==> config.mk <==
export PLATFORM = sky130hd
export DESIGN_NAME = polygon_stroke_geometry_core
export DESIGN_NICKNAME = d
export VERILOG_FILES = /design/src/rtl/psg_pkg.sv /design/src/rtl/polygon_stroke_geometry_core.sv
export SDC_FILE = /design/constraint.sdc
export NUM_CORES = 2
export LEC_CHECK = 0
export ABC_AREA = 1
export BUFFER_PORTS_ARGS = -buffer_cell sky130_fd_sc_hd__buf_2
export CAP_MARGIN = 20
export CORE_ASPECT_RATIO = 0.7
export CORE_MARGIN = 3
export CORE_UTILIZATION = 65
export CTS_CLUSTER_DIAMETER = 30
export DETAILED_ROUTE_END_ITERATION = 6
export PLACE_DENSITY = 0.82
export SLEW_MARGIN = 20
export SYNTH_ARGS = -nofsm -noshare
export SYNTH_HDL_FRONTEND = slang
export SYNTH_SLANG_ARGS = --single-unit
==> constraint.sdc <==
create_clock -name clk_i -period 12.92 [get_ports clk_i]
set_input_delay 0.646 -clock clk_i [delete_from_list [all_inputs] [get_ports clk_i]]
set_output_delay 0.646 -clock clk_i [all_outputs]
set_load 0.05 [all_outputs]
==> src/rtl/psg_pkg.sv <==
// Shared types, constants and circle table for the stroke geometry core.
package psg_pkg;

  localparam int unsigned MaxVerticesDef  = 4096;
  localparam int unsigned JoinSegmentsDef = 32;
  localparam logic [11:0] StrokeWidthRst  = 12'd160;

  localparam int unsigned InDataW  = 32;
  localparam int unsigned OutDataW = 64;
  localparam int unsigned OutUserW = 2;

  typedef enum logic [3:0] {
    ST_IDLE,
    ST_SQX,
    ST_SQY,
    ST_ROOT,
    ST_MULX,
    ST_DIVX,
    ST_MULY,
    ST_DIVY,
    ST_QUAD,
    ST_JOIN
  } st_e;

  // sin of k*pi/16 in Q1.14, quarter wave
  localparam logic [14:0] SinOct [9] = '{
    15'd0, 15'd3197, 15'd6270, 15'd9103, 15'd11585,
    15'd13623, 15'd15137, 15'd16069, 15'd16384
  };

  function automatic logic signed [15:0] sin_step(input logic [4:0] k);
    logic [14:0] m;
    logic        neg;
    begin
      neg = k[4] && (k != 5'd16);
      if (k <= 5'd8) begin
        m = SinOct[k[3:0]];
      end else if (k <= 5'd16) begin
        m = SinOct[4'(5'd16 - k)];
      end else if (k <= 5'd24) begin
        m = SinOct[4'(k - 5'd16)];
      end else begin
        m = SinOct[4'(6'd32 - {1'b0, k})];
      end
      sin_step = neg ? -$signed({1'b0, m}) : $signed({1'b0, m});
    end
  endfunction

endpackage

==> src/rtl/polygon_stroke_geometry_core.sv <==
// Stroke geometry core: round joins and edge quads for closed polygons.
//
//  channel  | dir | payload                                          | end
//  s_axis   | in  | tdata {py, px}, tlast last_vertex                | vertex
//  m_axis   | out | tdata {vertex_index, vy, vx}, tuser {deg, kind}  | last_result
//  cfg      | in  | cfg_data_i stroke_width                          | -
//
// One vertex at a time; input is ready only while idle. A join emits JOIN_SEGMENTS+1 vertices.
// An edge quad runs the squares, the bit-serial square root, then per axis the multiply
// and bit-serial normal divide, and emits four corners (a zero-length edge skips to them).
// Worst vertex: the last of a polygon, with an edge quad, its join and the closing edge quad.
// Output stalls hold the sequencer only in its emit states; the output register frees the input side.
// Reset: stroke width 160, awaiting first vertex.
module polygon_stroke_geometry_core #(
  parameter int unsigned MAX_VERTICES  = psg_pkg::MaxVerticesDef,
  parameter int unsigned JOIN_SEGMENTS = psg_pkg::JoinSegmentsDef
) (
  input  logic                          clk_i,
  input  logic                          rst_ni,
  input  logic                          s_axis_tvalid,
  output logic                          s_axis_tready,
  input  logic [psg_pkg::InDataW-1:0]   s_axis_tdata,  // px[15:0], py[31:16]
  input  logic                          s_axis_tlast,  // last_vertex
  output logic                          m_axis_tvalid,
  input  logic                          m_axis_tready,
  output logic [psg_pkg::OutDataW-1:0]  m_axis_tdata,  // vx[20:0], vy[41:21], idx[59:42]
  output logic [psg_pkg::OutUserW-1:0]  m_axis_tuser,  // vertex_kind[0], degenerate_edge[1]
  output logic                          m_axis_tlast,  // last_result
  input  logic                          cfg_valid_i,
  output logic                          cfg_ready_o,
  input  logic [11:0]                   cfg_data_i     // stroke_width
);
  import psg_pkg::*;

  localparam int unsigned VCW   = $clog2(MAX_VERTICES);
  localparam int unsigned JCW   = $clog2(JOIN_SEGMENTS + 1);
  localparam int unsigned CW    = (JCW > 5) ? JCW : 5;
  localparam int unsigned PhInc = 32 / JOIN_SEGMENTS;
  localparam int unsigned PhRem = 32 % JOIN_SEGMENTS;
  localparam int unsigned FW    = $clog2(JOIN_SEGMENTS + 1);

  st_e state_q, state_d;

  logic [11:0]          h_q;
  logic signed [15:0]   first_x_q, first_y_q, prev_x_q, prev_y_q;
  logic signed [15:0]   cur_x_q, cur_y_q, qa_x_q, qa_y_q, qb_x_q, qb_y_q;
  logic [VCW-1:0]       count_q, vi_q, edge_q;
  logic                 in_poly_q, last_q, close_q, deg_q;
  logic [17:0]          jidx_q;
  logic [CW-1:0]        cnt_q;
  logic [4:0]           ph_q;
  logic [FW-1:0]        frac_q;
  logic [33:0]          sq_q;
  logic [49:0]          rv_q, rr_q;
  logic [48:0]          bit_q;
  logic [25:0]          rem_q;
  logic [12:0]          sh_q, quo_q;
  logic                 sgn_q;
  logic signed [13:0]   ox_q, oy_q;

  logic                 out_valid_q, out_last_q;
  logic [OutDataW-1:0]  out_data_q;
  logic [OutUserW-1:0]  out_user_q;

  logic                 in_acc, emit, adv, out_free;
  logic [VCW-1:0]       vi;
  logic signed [16:0]   dx, dy;
  logic [15:0]          adx, ady;
  logic [49:0]          r_try;
  logic [26:0]          div_t;
  logic                 div_ge;
  logic [12:0]          quo_n;
  logic [25:0]          div_d;
  logic [36:0]          num;
  logic signed [20:0]   o_vx, o_vy;
  logic [17:0]          o_idx;
  logic                 o_kind, o_last;
  logic signed [15:0]   cos_v, sin_v;
  logic [14:0]          cos_m, sin_m;
  logic [12:0]          cos_o, sin_o;
  logic signed [13:0]   cos_s, sin_s;
  logic signed [15:0]   cb_x, cb_y;
  logic signed [13:0]   co_x, co_y;

  assign s_axis_tready = (state_q == ST_IDLE);
  assign cfg_ready_o   = 1'b1;
  assign in_acc        = s_axis_tvalid && s_axis_tready;
  assign out_free      = !out_valid_q || m_axis_tready;
  assign adv           = emit && out_free;
  assign vi            = in_poly_q ? count_q : '0;

  assign dx    = {qb_x_q[15], qb_x_q} - {qa_x_q[15], qa_x_q};
  assign dy    = {qb_y_q[15], qb_y_q} - {qa_y_q[15], qa_y_q};
  assign adx   = 16'(dx[16] ? -dx : dx);
  assign ady   = 16'(dy[16] ? -dy : dy);
  assign r_try = rr_q + {1'b0, bit_q};
  assign div_d = {rr_q[24:0], 1'b0};
  assign div_t = {rem_q, sh_q[12]};
  assign div_ge = div_t >= {1'b0, div_d};
  assign quo_n = {quo_q[11:0], div_ge};
  assign num   = {({12'd0, (state_q == ST_MULX) ? ady : adx} * {16'd0, h_q}), 8'd0}
                 + {12'd0, rr_q[24:0]};

  // next state
  always_comb begin
    state_d = state_q;
    unique case (state_q)
      ST_IDLE: if (in_acc) state_d = in_poly_q ? ST_SQX : ST_JOIN;
      ST_SQX:  state_d = (dx == '0 && dy == '0) ? ST_QUAD : ST_SQY;
      ST_SQY:  state_d = ST_ROOT;
      ST_ROOT: if (cnt_q == CW'(24)) state_d = ST_MULX;
      ST_MULX: state_d = ST_DIVX;
      ST_DIVX: if (cnt_q == CW'(12)) state_d = ST_MULY;
      ST_MULY: state_d = ST_DIVY;
      ST_DIVY: if (cnt_q == CW'(12)) state_d = ST_QUAD;
      ST_QUAD: if (adv && cnt_q == CW'(3)) state_d = close_q ? ST_IDLE : ST_JOIN;
      ST_JOIN: if (adv && cnt_q == CW'(JOIN_SEGMENTS)) state_d = last_q ? ST_SQX : ST_IDLE;
      default: state_d = ST_IDLE;
    endcase
  end

  // result values
  always_comb begin
    cos_v = sin_step(ph_q + 5'd8);
    sin_v = sin_step(ph_q);
    cos_m = 15'(cos_v[15] ? -cos_v : cos_v);
    sin_m = 15'(sin_v[15] ? -sin_v : sin_v);
    cos_o = 13'(({12'd0, cos_m} * {15'd0, h_q} + 27'd16384) >> 15);
    sin_o = 13'(({12'd0, sin_m} * {15'd0, h_q} + 27'd16384) >> 15);
    cos_s = cos_v[15] ? -$signed({1'b0, cos_o}) : $signed({1'b0, cos_o});
    sin_s = sin_v[15] ? -$signed({1'b0, sin_o}) : $signed({1'b0, sin_o});
    cb_x  = cnt_q[1] ? qb_x_q : qa_x_q;
    cb_y  = cnt_q[1] ? qb_y_q : qa_y_q;
    co_x  = cnt_q[0] ? -ox_q : ox_q;
    co_y  = cnt_q[0] ? -oy_q : oy_q;
    emit   = 1'b0;
    o_kind = 1'b0;
    o_last = 1'b0;
    o_vx   = '0;
    o_vy   = '0;
    o_idx  = '0;
    unique case (state_q)
      ST_QUAD: begin
        emit   = 1'b1;
        o_vx   = {cb_x[15], cb_x, 4'd0} + {{7{co_x[13]}}, co_x};
        o_vy   = {cb_y[15], cb_y, 4'd0} + {{7{co_y[13]}}, co_y};
        o_idx  = 18'({edge_q, cnt_q[1:0]});
        o_last = close_q && cnt_q == CW'(3);
      end
      ST_JOIN: begin
        emit   = 1'b1;
        o_kind = 1'b1;
        o_vx   = {cur_x_q[15], cur_x_q, 4'd0};
        o_vy   = {cur_y_q[15], cur_y_q, 4'd0};
        if (cnt_q != '0) begin
          o_vx = o_vx + {{7{cos_s[13]}}, cos_s};
          o_vy = o_vy + {{7{sin_s[13]}}, sin_s};
        end
        o_idx  = jidx_q;
        o_last = !last_q && cnt_q == CW'(JOIN_SEGMENTS);
      end
      default: emit = 1'b0;
    endcase
  end

  always_ff @(posedge clk_i or negedge rst_ni) begin
    if (!rst_ni) begin
      state_q     <= ST_IDLE;
      h_q         <= StrokeWidthRst;
      first_x_q   <= '0;
      first_y_q   <= '0;
      prev_x_q    <= '0;
      prev_y_q    <= '0;
      count_q     <= '0;
      in_poly_q   <= 1'b0;
      out_valid_q <= 1'b0;
    end else begin
      state_q <= state_d;
      if (cfg_valid_i) h_q <= cfg_data_i;
      if (adv) out_valid_q <= 1'b1;
      else if (m_axis_tready) out_valid_q <= 1'b0;
      if (in_acc) begin
        prev_x_q <= $signed(s_axis_tdata[15:0]);
        prev_y_q <= $signed(s_axis_tdata[31:16]);
        if (!in_poly_q) begin
          first_x_q <= $signed(s_axis_tdata[15:0]);
          first_y_q <= $signed(s_axis_tdata[31:16]);
        end
        if (s_axis_tlast) begin
          in_poly_q <= 1'b0;
          count_q   <= '0;
        end else begin
          in_poly_q <= 1'b1;
          count_q   <= (vi == VCW'(MAX_VERTICES - 1)) ? '0 : vi + 1'b1;
        end
      end
    end
  end

  // datapath, no reset needed
  always_ff @(posedge clk_i) begin
    if (adv) begin
      out_data_q <= {4'd0, o_idx, o_vy, o_vx};
      out_user_q <= {(o_kind ? 1'b0 : deg_q), o_kind};
      out_last_q <= o_last;
    end
    unique case (state_q)
      ST_IDLE: begin
        if (in_acc) begin
          cur_x_q <= $signed(s_axis_tdata[15:0]);
          cur_y_q <= $signed(s_axis_tdata[31:16]);
          qa_x_q  <= prev_x_q;
          qa_y_q  <= prev_y_q;
          qb_x_q  <= $signed(s_axis_tdata[15:0]);
          qb_y_q  <= $signed(s_axis_tdata[31:16]);
          last_q  <= s_axis_tlast;
          close_q <= 1'b0;
          vi_q    <= vi;
          edge_q  <= (vi == '0) ? VCW'(MAX_VERTICES - 1) : vi - 1'b1;
          jidx_q  <= 18'(vi * (JOIN_SEGMENTS + 1));
          ph_q    <= '0;
          frac_q  <= '0;
          cnt_q   <= '0;
        end
      end
      ST_SQX: begin
        deg_q <= (dx == '0 && dy == '0);
        ox_q  <= '0;
        oy_q  <= '0;
        cnt_q <= '0;
        sq_q  <= 34'({16'd0, adx} * {16'd0, adx});
      end
      ST_SQY: begin
        rv_q  <= {sq_q + 34'({16'd0, ady} * {16'd0, ady}), 16'd0};
        rr_q  <= '0;
        bit_q <= {1'b1, 48'd0};
        cnt_q <= '0;
      end
      ST_ROOT: begin
        if (rv_q >= r_try) begin
          rv_q <= rv_q - r_try;
          rr_q <= (rr_q >> 1) + {1'b0, bit_q};
        end else begin
          rr_q <= rr_q >> 1;
        end
        bit_q <= bit_q >> 2;
        cnt_q <= cnt_q + 1'b1;
      end
      ST_MULX, ST_MULY: begin
        rem_q <= {2'd0, num[36:13]};
        sh_q  <= num[12:0];
        quo_q <= '0;
        cnt_q <= '0;
        sgn_q <= (state_q == ST_MULX) ? (!dy[16] && dy != '0) : dx[16];
      end
      ST_DIVX, ST_DIVY: begin
        rem_q <= div_ge ? 26'(div_t - {1'b0, div_d}) : div_t[25:0];
        sh_q  <= {sh_q[11:0], 1'b0};
        quo_q <= quo_n;
        cnt_q <= (cnt_q == CW'(12)) ? '0 : cnt_q + 1'b1;
        if (cnt_q == CW'(12)) begin
          if (state_q == ST_DIVX) ox_q <= sgn_q ? -$signed({1'b0, quo_n}) : $signed({1'b0, quo_n});
          else oy_q <= sgn_q ? -$signed({1'b0, quo_n}) : $signed({1'b0, quo_n});
        end
      end
      ST_QUAD: begin
        if (adv) cnt_q <= (cnt_q == CW'(3)) ? '0 : cnt_q + 1'b1;
      end
      ST_JOIN: begin
        if (adv) begin
          jidx_q <= jidx_q + 1'b1;
          cnt_q  <= (cnt_q == CW'(JOIN_SEGMENTS)) ? '0 : cnt_q + 1'b1;
          if (cnt_q != '0) begin
            if ({1'b0, frac_q} + (FW+1)'(PhRem) >= (FW+1)'(JOIN_SEGMENTS)) begin
              frac_q <= FW'({1'b0, frac_q} + (FW+1)'(PhRem) - (FW+1)'(JOIN_SEGMENTS));
              ph_q   <= ph_q + 5'(PhInc) + 5'd1;
            end else begin
              frac_q <= FW'({1'b0, frac_q} + (FW+1)'(PhRem));
              ph_q   <= ph_q + 5'(PhInc);
            end
          end
          if (cnt_q == CW'(JOIN_SEGMENTS)) begin
            close_q <= 1'b1;
            qa_x_q  <= cur_x_q;
            qa_y_q  <= cur_y_q;
            qb_x_q  <= first_x_q;
            qb_y_q  <= first_y_q;
            edge_q  <= vi_q;
          end
        end
      end
      default: cnt_q <= cnt_q;
    endcase
  end

  assign m_axis_tvalid = out_valid_q;
  assign m_axis_tdata  = out_data_q;
  assign m_axis_tuser  = out_user_q;
  assign m_axis_tlast  = out_last_q;

endmodule

# --- After elaboration in Yosys (flattened, before gate mapping) ---
# Memory sizes are Yosys's and may differ from the RTL's.
# Cells that the tools add are included.
word_totals:
  romBits: 1920
  n_memories: 8
  input_bits: 50
  elab_cells: 310
  regBits: 576
  output_inout_bits: 70
mem_list:
  columns: ["name", "depth", "width", "rd", "rd_ports_with_merged_regs", "write_ports", "line", "rtl"]
  rows:
  - ["(no name shown)", 16, 15, 1, 0, 0, "psg_pkg.sv:43", "m = SinOct[4'(6'd32 - {1'b0, k})];"]
  - ["(no name shown)", 16, 15, 1, 0, 0, "psg_pkg.sv:41", "m = SinOct[4'(k - 5'd16)];"]
  - ["(no name shown)", 16, 15, 1, 0, 0, "psg_pkg.sv:39", "m = SinOct[4'(5'd16 - k)];"]
  - ["(no name shown)", 16, 15, 1, 0, 0, "psg_pkg.sv:37", "m = SinOct[k[3:0]];"]
  - ["(no name shown)", 16, 15, 1, 0, 0, "psg_pkg.sv:43", null]
  - ["(no name shown)", 16, 15, 1, 0, 0, "psg_pkg.sv:41", null]
  - ["2 more memories", null, null, null, null, null, null, null]
classes:
  addsub: 39
  magnitude_cmp: 17
  multipliers: 6
  n_eq_ne: 31
  mux: 121
  n_reduce_logical: 41
  n_bitwise: 9
op_table:
  columns: ["op", "count"]
  rows:
  - ["15-bit 2-to-1 mux", 24]
  - ["16-bit 2-to-1 mux", 19]
  - ["50-bit one-hot mux with 2 select lines", 2]
  - ["16-bit one-hot mux with 2 select lines", 4]
  - ["14-bit 2-to-1 mux", 9]
  - ["50-bit 2-to-1 mux", 2]
  - ["49-bit one-hot mux with 2 select lines", 1]
  - ["20-bit by 14-bit adder with 21-bit output", 4]
  - ["12-bit 2-to-1 mux", 7]
  - ["21-bit one-hot mux with 2 select lines", 2]
  - ["18-bit one-hot mux with 2 select lines", 2]
  - ["16-bit by 16-bit multiplier with 32-bit output", 2]
  - ["14-bit one-hot mux with 2 select lines", 2]
  - ["27-bit by 15-bit adder with 27-bit output, second input constant", 2]
  - ["15-bit by 12-bit multiplier with 27-bit output", 2]
  - ["6-bit 2-to-1 mux", 9]
  - ["26-bit one-hot mux with 2 select lines", 1]
  - ["49-bit by 49-bit adder with 50-bit output", 1]
  - ["50-bit by 49-bit adder with 50-bit output", 1]
  - ["50-bit >= comparator", 1]
  - ["50-bit subtractor", 1]
  - ["12-bit one-hot mux with 2 select lines", 2]
  - ["21-bit 2-to-1 mux", 2]
  - ["5-bit >= comparator, second input constant", 8]
  - ["66 further kinds", 154]

# --- Logic depth before layout (Yosys ltp) ---
logic_depth:
  ltp_word: 20
  depth_mapped: 69
  depth_no_buf: 67

# --- Worst setup path after synthesis ---
# No wires, ideal clock.
synth_path:
  path_kind: "flip-flop to flip-flop"
  startpoint: "register ph_q[3]"
  endpoint: "register out_data_q[37] (netlist: m_axis_tdata[37]), data pin"
  arrival_ns: 9.807
  required_time_ns: 12.662
  path_slack_ns: 2.855
  path_stages_with_launch: 61
  n_path_buf: 3
  setup_ns: 0.258
  period_less_slack_ns: 10.065
  path_cell_list: "edfxtp_1 -> buf_2 -> inv_2 -> buf_2 -> ha_1 -> nand3_2 -> nand3_2 -> nand3_4 -> nor2_4 -> nand2_1 -> nand2_1 -> inv_2 -> buf_2 -> ha_1 -> o21ai_1 -> ha_1 -> nand2_1 -> a21oi_2 -> (+25 left out) -> ha_1 -> inv_1 -> fa_1 -> nand3b_1 -> nand2_1 -> nand2_1 -> nand2_1 -> a21oi_1 -> nor2_1 -> nor2_1 -> o21bai_1 -> nand2_1 -> nand2_1 -> o21ai_0 -> o21ai_0 -> xor2_1 -> o21ai_0 -> nand2_1"
synth_via:
  elab_chain_len: 19
  elab_cells_between_ends: 38
  classes_between: "add/sub (8); mul (1); order compare (3); eq/ne (1); mux (16); bitwise (4); reduce/logical (1); memory (4)"
synth_rtl:
  columns: ["element", "line", "rtl"]
  rows:
  - ["start, declared", "polygon_stroke_geometry_core.sv:51", "logic [4:0] ph_q;"]
  - ["start signal, assigned", "polygon_stroke_geometry_core.sv:276", "ph_q <= ph_q + 5'(PhInc) + 5'd1;"]
  - ["start signal, assigned", "polygon_stroke_geometry_core.sv:279", "ph_q <= ph_q + 5'(PhInc);"]
  - ["1-bit by 4-bit subtractor with 4-bit output / 4-bit by 1-bit subtractor with 4-bit output (equally long branches)", "psg_pkg.sv:39, psg_pkg.sv:43, psg_pkg.sv:41", null]
  - ["4-bit inverter with 5-bit output (on tied branches)", "psg_pkg.sv:39, psg_pkg.sv:43, psg_pkg.sv:41", null]
  - ["memory 16 x 15 bit (on tied branches)", null, null]
  - ["15-bit 2-to-1 mux (on tied branches) (2 in series)", "psg_pkg.sv:43, psg_pkg.sv:41", null]
  - ["15-bit 2-to-1 mux", "psg_pkg.sv:40", "end else if (k <= 5'd24) begin"]
  - ["15-bit 2-to-1 mux", "psg_pkg.sv:38", "end else if (k <= 5'd16) begin"]
  - ["15-bit 2-to-1 mux", "psg_pkg.sv:36", "if (k <= 5'd8) begin"]
  - ["15-bit negation with 16-bit output", "psg_pkg.sv:45", "sin_step = neg ? -$signed({1'b0, m}) : $signed({1'b0, m});"]
  - ["(+2 left out)", null, null]
  - ["15-bit 2-to-1 mux", "polygon_stroke_geometry_core.sv:127", "sin_m = 15'(sin_v[15] ? -sin_v : sin_v);"]
  - ["15-bit by 12-bit multiplier with 27-bit output", "polygon_stroke_geometry_core.sv:129", "sin_o = 13'(({12'd0, sin_m} * {15'd0, h_q} + 27'd16384) >> 15);"]
  - ["27-bit by 15-bit adder with 27-bit output", "polygon_stroke_geometry_core.sv:129", null]
  - ["12-bit negation with 14-bit output", "polygon_stroke_geometry_core.sv:131", "sin_s = sin_v[15] ? -$signed({1'b0, sin_o}) : $signed({1'b0, sin_o});"]
  - ["14-bit 2-to-1 mux *", "polygon_stroke_geometry_core.sv:131", null]
  - ["20-bit by 14-bit adder with 21-bit output *", "polygon_stroke_geometry_core.sv:157", "o_vy = o_vy + {{7{sin_s[13]}}, sin_s};"]
  - ["21-bit 2-to-1 mux *", "polygon_stroke_geometry_core.sv:155", "if (cnt_q != '0) begin"]
  - ["21-bit one-hot mux with 2 select lines *", "polygon_stroke_geometry_core.sv:142", "unique case (state_q)"]
  - ["end signal, assigned", "polygon_stroke_geometry_core.sv:203", "out_data_q <= {4'd0, o_idx, o_vy, o_vx};"]
  - ["end, declared", "polygon_stroke_geometry_core.sv:62", "logic [OutDataW-1:0] out_data_q;"]
# Mark *: on every way between the ends. The rest lies on a longest branch, timed or not. The select of a mux whose other input is x is not followed.
# A chain may end at the register's enable or synchronous reset.

# --- Worst setup path after layout ---
layout_path:
  startpoint: "register ph_q[0]"
  endpoint: "register out_data_q[37] (netlist: m_axis_tdata[37]), data pin"
# Same word-level chain as after synthesis.

==> results.md <==
Placement:
- The HPWL after detailed placement is 181000 um.
- The number of buffer cells added on primary ports is 114.
- The weighted congestion reported at the end of routability-driven placement is 1.02.

Detailed routing:
- The number of vias in the routed layout is between 60000 and 70000.
- The number of routed nets with antenna violations is 0.
- The number of remaining DRC errors is 0.
- The first routing iteration left 7785 violations.
- The final layout contains routed wiring with a total length of 227000 um.
- The vias per cell is approximately 5.9.
- The pre-antenna-repair detailed-routing pass consisted of 7 iterations.
- Dividing the detail-routed wire length by the instance count gives 20.2 um.

Timing:
- The worst path uses 93.6% of the clock period.
- The number of endpoints with negative hold slack in the final report is 0.
- The actual slew at the worst max-slew pin is 1100 ps.
- Headroom to the max-slew limit came out at 26.7%.
- The clock period minus worst slack is 12090 ps.
- Setup repair after global routing left no endpoint under its margin.
- Summed over all failing endpoints, the final setup total negative slack is 0 ps.
- Static timing analysis puts the maximum clock frequency at 82.7 MHz.
- The final-report max-slew violation count is 0.
- The total setup violations reported at the end of the flow is 0.
- The largest clock skew in the final design is 50.0 ps.

Setup path:
- The kind of capture point of the worst setup path is a flop.
- The delay of the slowest cell on the worst path is 590 ps.
- For the worst setup path, the data required time is 13370 ps.
- Of all nets on the critical path, the largest fanout is 13.
- The number of buffers and inverters on the critical path is 8.
- The cell that appears most often on the critical path is nand2_1.
- The start-to-end type of the worst setup path is flop to flop.
- At the worst endpoint, the arrival time is around 13000 ps.
- The slowest stage of the critical path is the edfxtp_1 cell.
- The worst setup path is launched from a flop.
- The family of cells with the greatest summed delay on the critical path is adder cells.

GRT:
- The first-pass GRT wire length is 356000 um.
- The number of global-route vias before repair is ~65000.
- The pin count of the biggest net entering global routing is 94.
- The remaining global-route overflow is 0.
- The number of antenna violations at the first check in global routing is 8.
- Global routing used 38.4% of the available tracks.

Clock network:
- The library cell used as clock root buffer is clkbuf_16.
- The maximum clock insertion buffer count is 3.
- The clock insertion delay at the later pin of the skew report is 720 ps.
- The number of buffers added by the clock tree synthesis step is between 90 and 100.
- The number of H-tree branching levels is 3.
- The TritonCTS clock tree is yes.
- For this design, the sink count on the clock tree is ~550.
- After clock tree synthesis, the clock-pin slew on the worst setup and hold paths is roughly 60 ps.

Synthesis:
- The xor and xnor area share after synthesis is 3.56%.
- A synthesized cell averages 7.74 um2.
- The simple-gate area share of the yosys netlist is 20.0%.
- Summing the sequential cell areas from Yosys gives 21.5% of the chip area.
- The number of standard cells after synthesis is around 9600.
- By area, the combinational part of the netlist is dominated by adder cells.
- The share of the synthesized area in compound gates (AO/OA/AOI/OAI) is a little under an eighth.
- The most used flip-flop cell after synthesis is edfxtp_1.
- Synthesis instantiated 78 different standard cells from the library.
- During synthesis, Yosys emitted a total of 0 warnings.
- In the synthesized netlist, mux cells make up 0% of the area.
- In the synthesized netlist the async set-or-reset flop fraction comes to 17.2%.
- Synthesis inferred roughly 550 register bits.
- The cell area after synthesis is between 70000 and 80000 um2.
- The number of enable-type register cells in the synthesized netlist is 452.
- The arithmetic-cell share of the synthesized area counting full adders, half adders and majority gates is 32.5%.

Die:
- The overall die width is 410 um.
- The standard cell core area is 113000 um2.
- The die footprint is 118000 um2.
- The number of primary I/O pins is 120.
- The number of cell rows is 103.
- Once the floorplan was initialized, standard cells occupied 65.7% of the core.
- The height of the die is 289 um.

Outcome:
- The flow ran to the end, and the final reports show no timing, DRC or antenna violations.

Layout:
- The layout-stage area growth over the synthesis result is 7.43%.
- The final layout net count is 11200.
- In the final layout, the share of cells above drive strength 1 is 5.62%.

Run:
- The max-capacitance violation count is 0.

Worst hold path:
- The class of the most critical hold timing path is primary input to flop.
-- placed cells by master, fill, tap and decap left out, drive strengths merged, types with 31 or more instances in the layout --
cell type  Yosys  layout
nand2       1909    1909
inv         1890    1907
nor2         993     993
fa           765     765
ha           702     702
o21ai        660     660
a21oi        593     593
edfxtp       452     452
nand3        425     425
buf           66     188
xor2         184     184
xnor2        116     116
clkbuf       169     114
nor3          93      93
dfrtp         92      92
nand4         64      64
o22ai         47      47
a31oi         43      43
clkinv        11      42
nor4          31      31
-- through the flow --
stage / setup WS [ps] / hold slack [ps] / std cells / cell area [um2] / utilization (%)
4_1_cts: 710 / 98.9 / 11200 / 79700 / 70.5
5_1_grt: 67.4 / 113 / 11200 / 79700 / 70.5
3_3_place_gp: 1120 / 468 / 11100 / 76400 / 67.6
3_5_place_dp: 766 / 475 / 11100 / 76400 / 67.6
2_1_floorplan: 2850 / 350 / 9587 / 74200 / -
6_report: 826 / 137 / 11300 / 79700 / 70.5
-- metal layers --
layer / vias to the layer above / wire length, um / share of wire, % / track usage, %
met4: 2 / 10600 / 4.7 / 16.1
li1: 30800 / - / - / -
met2: 3739 / 97000 / 43 / 57.5
met5: - / 13 / 0.0057 / 0
met1: 31600 / 93100 / 41 / 53.6
met3: 619 / 26600 / 12 / 9.35
-- path summary, 6_finish.rpt --
path	endpoint	slack [ps]	from	cells past startpoint
max	m_axis_tdata[37]$_SDFFCE_PN0P_	830	ph_q[0]$_SDFFCE_PN0P_	57
min	cur_y_q[9]$_DFFE_PP_	140	s_axis_tdata[25]	1
max reg2reg	m_axis_tdata[37]$_SDFFCE_PN0P_	830	ph_q[0]$_SDFFCE_PN0P_	57
min reg2reg	first_x_q[6]$_DFFE_PN0P_	490	first_x_q[6]$_DFFE_PN0P_	2
max in group asynchronous	first_y_q[2]$_DFFE_PN0P_	11130	rst_ni	3
min in group asynchronous	first_x_q[4]$_DFFE_PN0P_	480	rst_ni	2
-- cells in the mapped netlist, drive strengths merged, types with 11 or more instances --
cell type,instances,area [um2]
a21o,29,218
nand2,1909,7270
nor4,31,194
a21boi,16,124
o31ai,19,143
ha,702,8780
o21ai,660,3370
xnor2,116,1020
clkinv,11,41.3
nor2,993,3770
fa,765,15300
or2,20,125
o22ai,47,294
inv,1890,7100
o21a,29,218
xor2,184,1620
nor3,93,470
o221ai,19,166
buf,66,349
edfxtp,452,13600
clkbuf,169,636
o21bai,24,180
nand4,64,422
nand3b,24,180
dfrtp,92,2300
o211ai,25,188
nand3,425,2260
a31oi,43,269
a21oi,593,2990
-- state kept, by name (all words and copies together), names as in the netlist, 18 cells and up --
name	cells
bit_q	25
jidx_q	18
m_axis_tdata	60
rem_q	26
rr_q	50
rv_q	50
sq_q	31
-- kinds of logic (layout without fill, tap and decap cells) --
logic type | after synthesis | count (layout)
AOI/OAI and AO/OA | 1554 | 1554
adders and majority gates | 1467 | 1467
DFF | 546 | 546
buffers and inverters | 2136 | 2272
and+or+nand+nor | 3579 | 3579
other | 2 | 10
xor gates and xnor gates | 300 | 300
-- layout make-up --
class | instances | area (um2)
fillers | 9027 | 33300
inverters | 1901 | 7140
repair buffers | 190 | 1160
clock inverters | 68 | 757
clock buffers | 113 | 2560
flip-flops and latches | 546 | 15900
well taps | 1522 | 1900
multi-input cells | 6905 | 50300
diodes | 5 | 12.5
-- what timing repair did --
item	4_1_cts	5_1_grt
hold buffers	1	0
setup endpoints to repair	0	9
gates resized for setup	0	1
buffers inserted	0	1
endpoints found under the hold margin	33	0
Power is left out: the tool's default activity adds up to more than one toggle a clock period on the data nets, which glitch-free logic cannot reach.
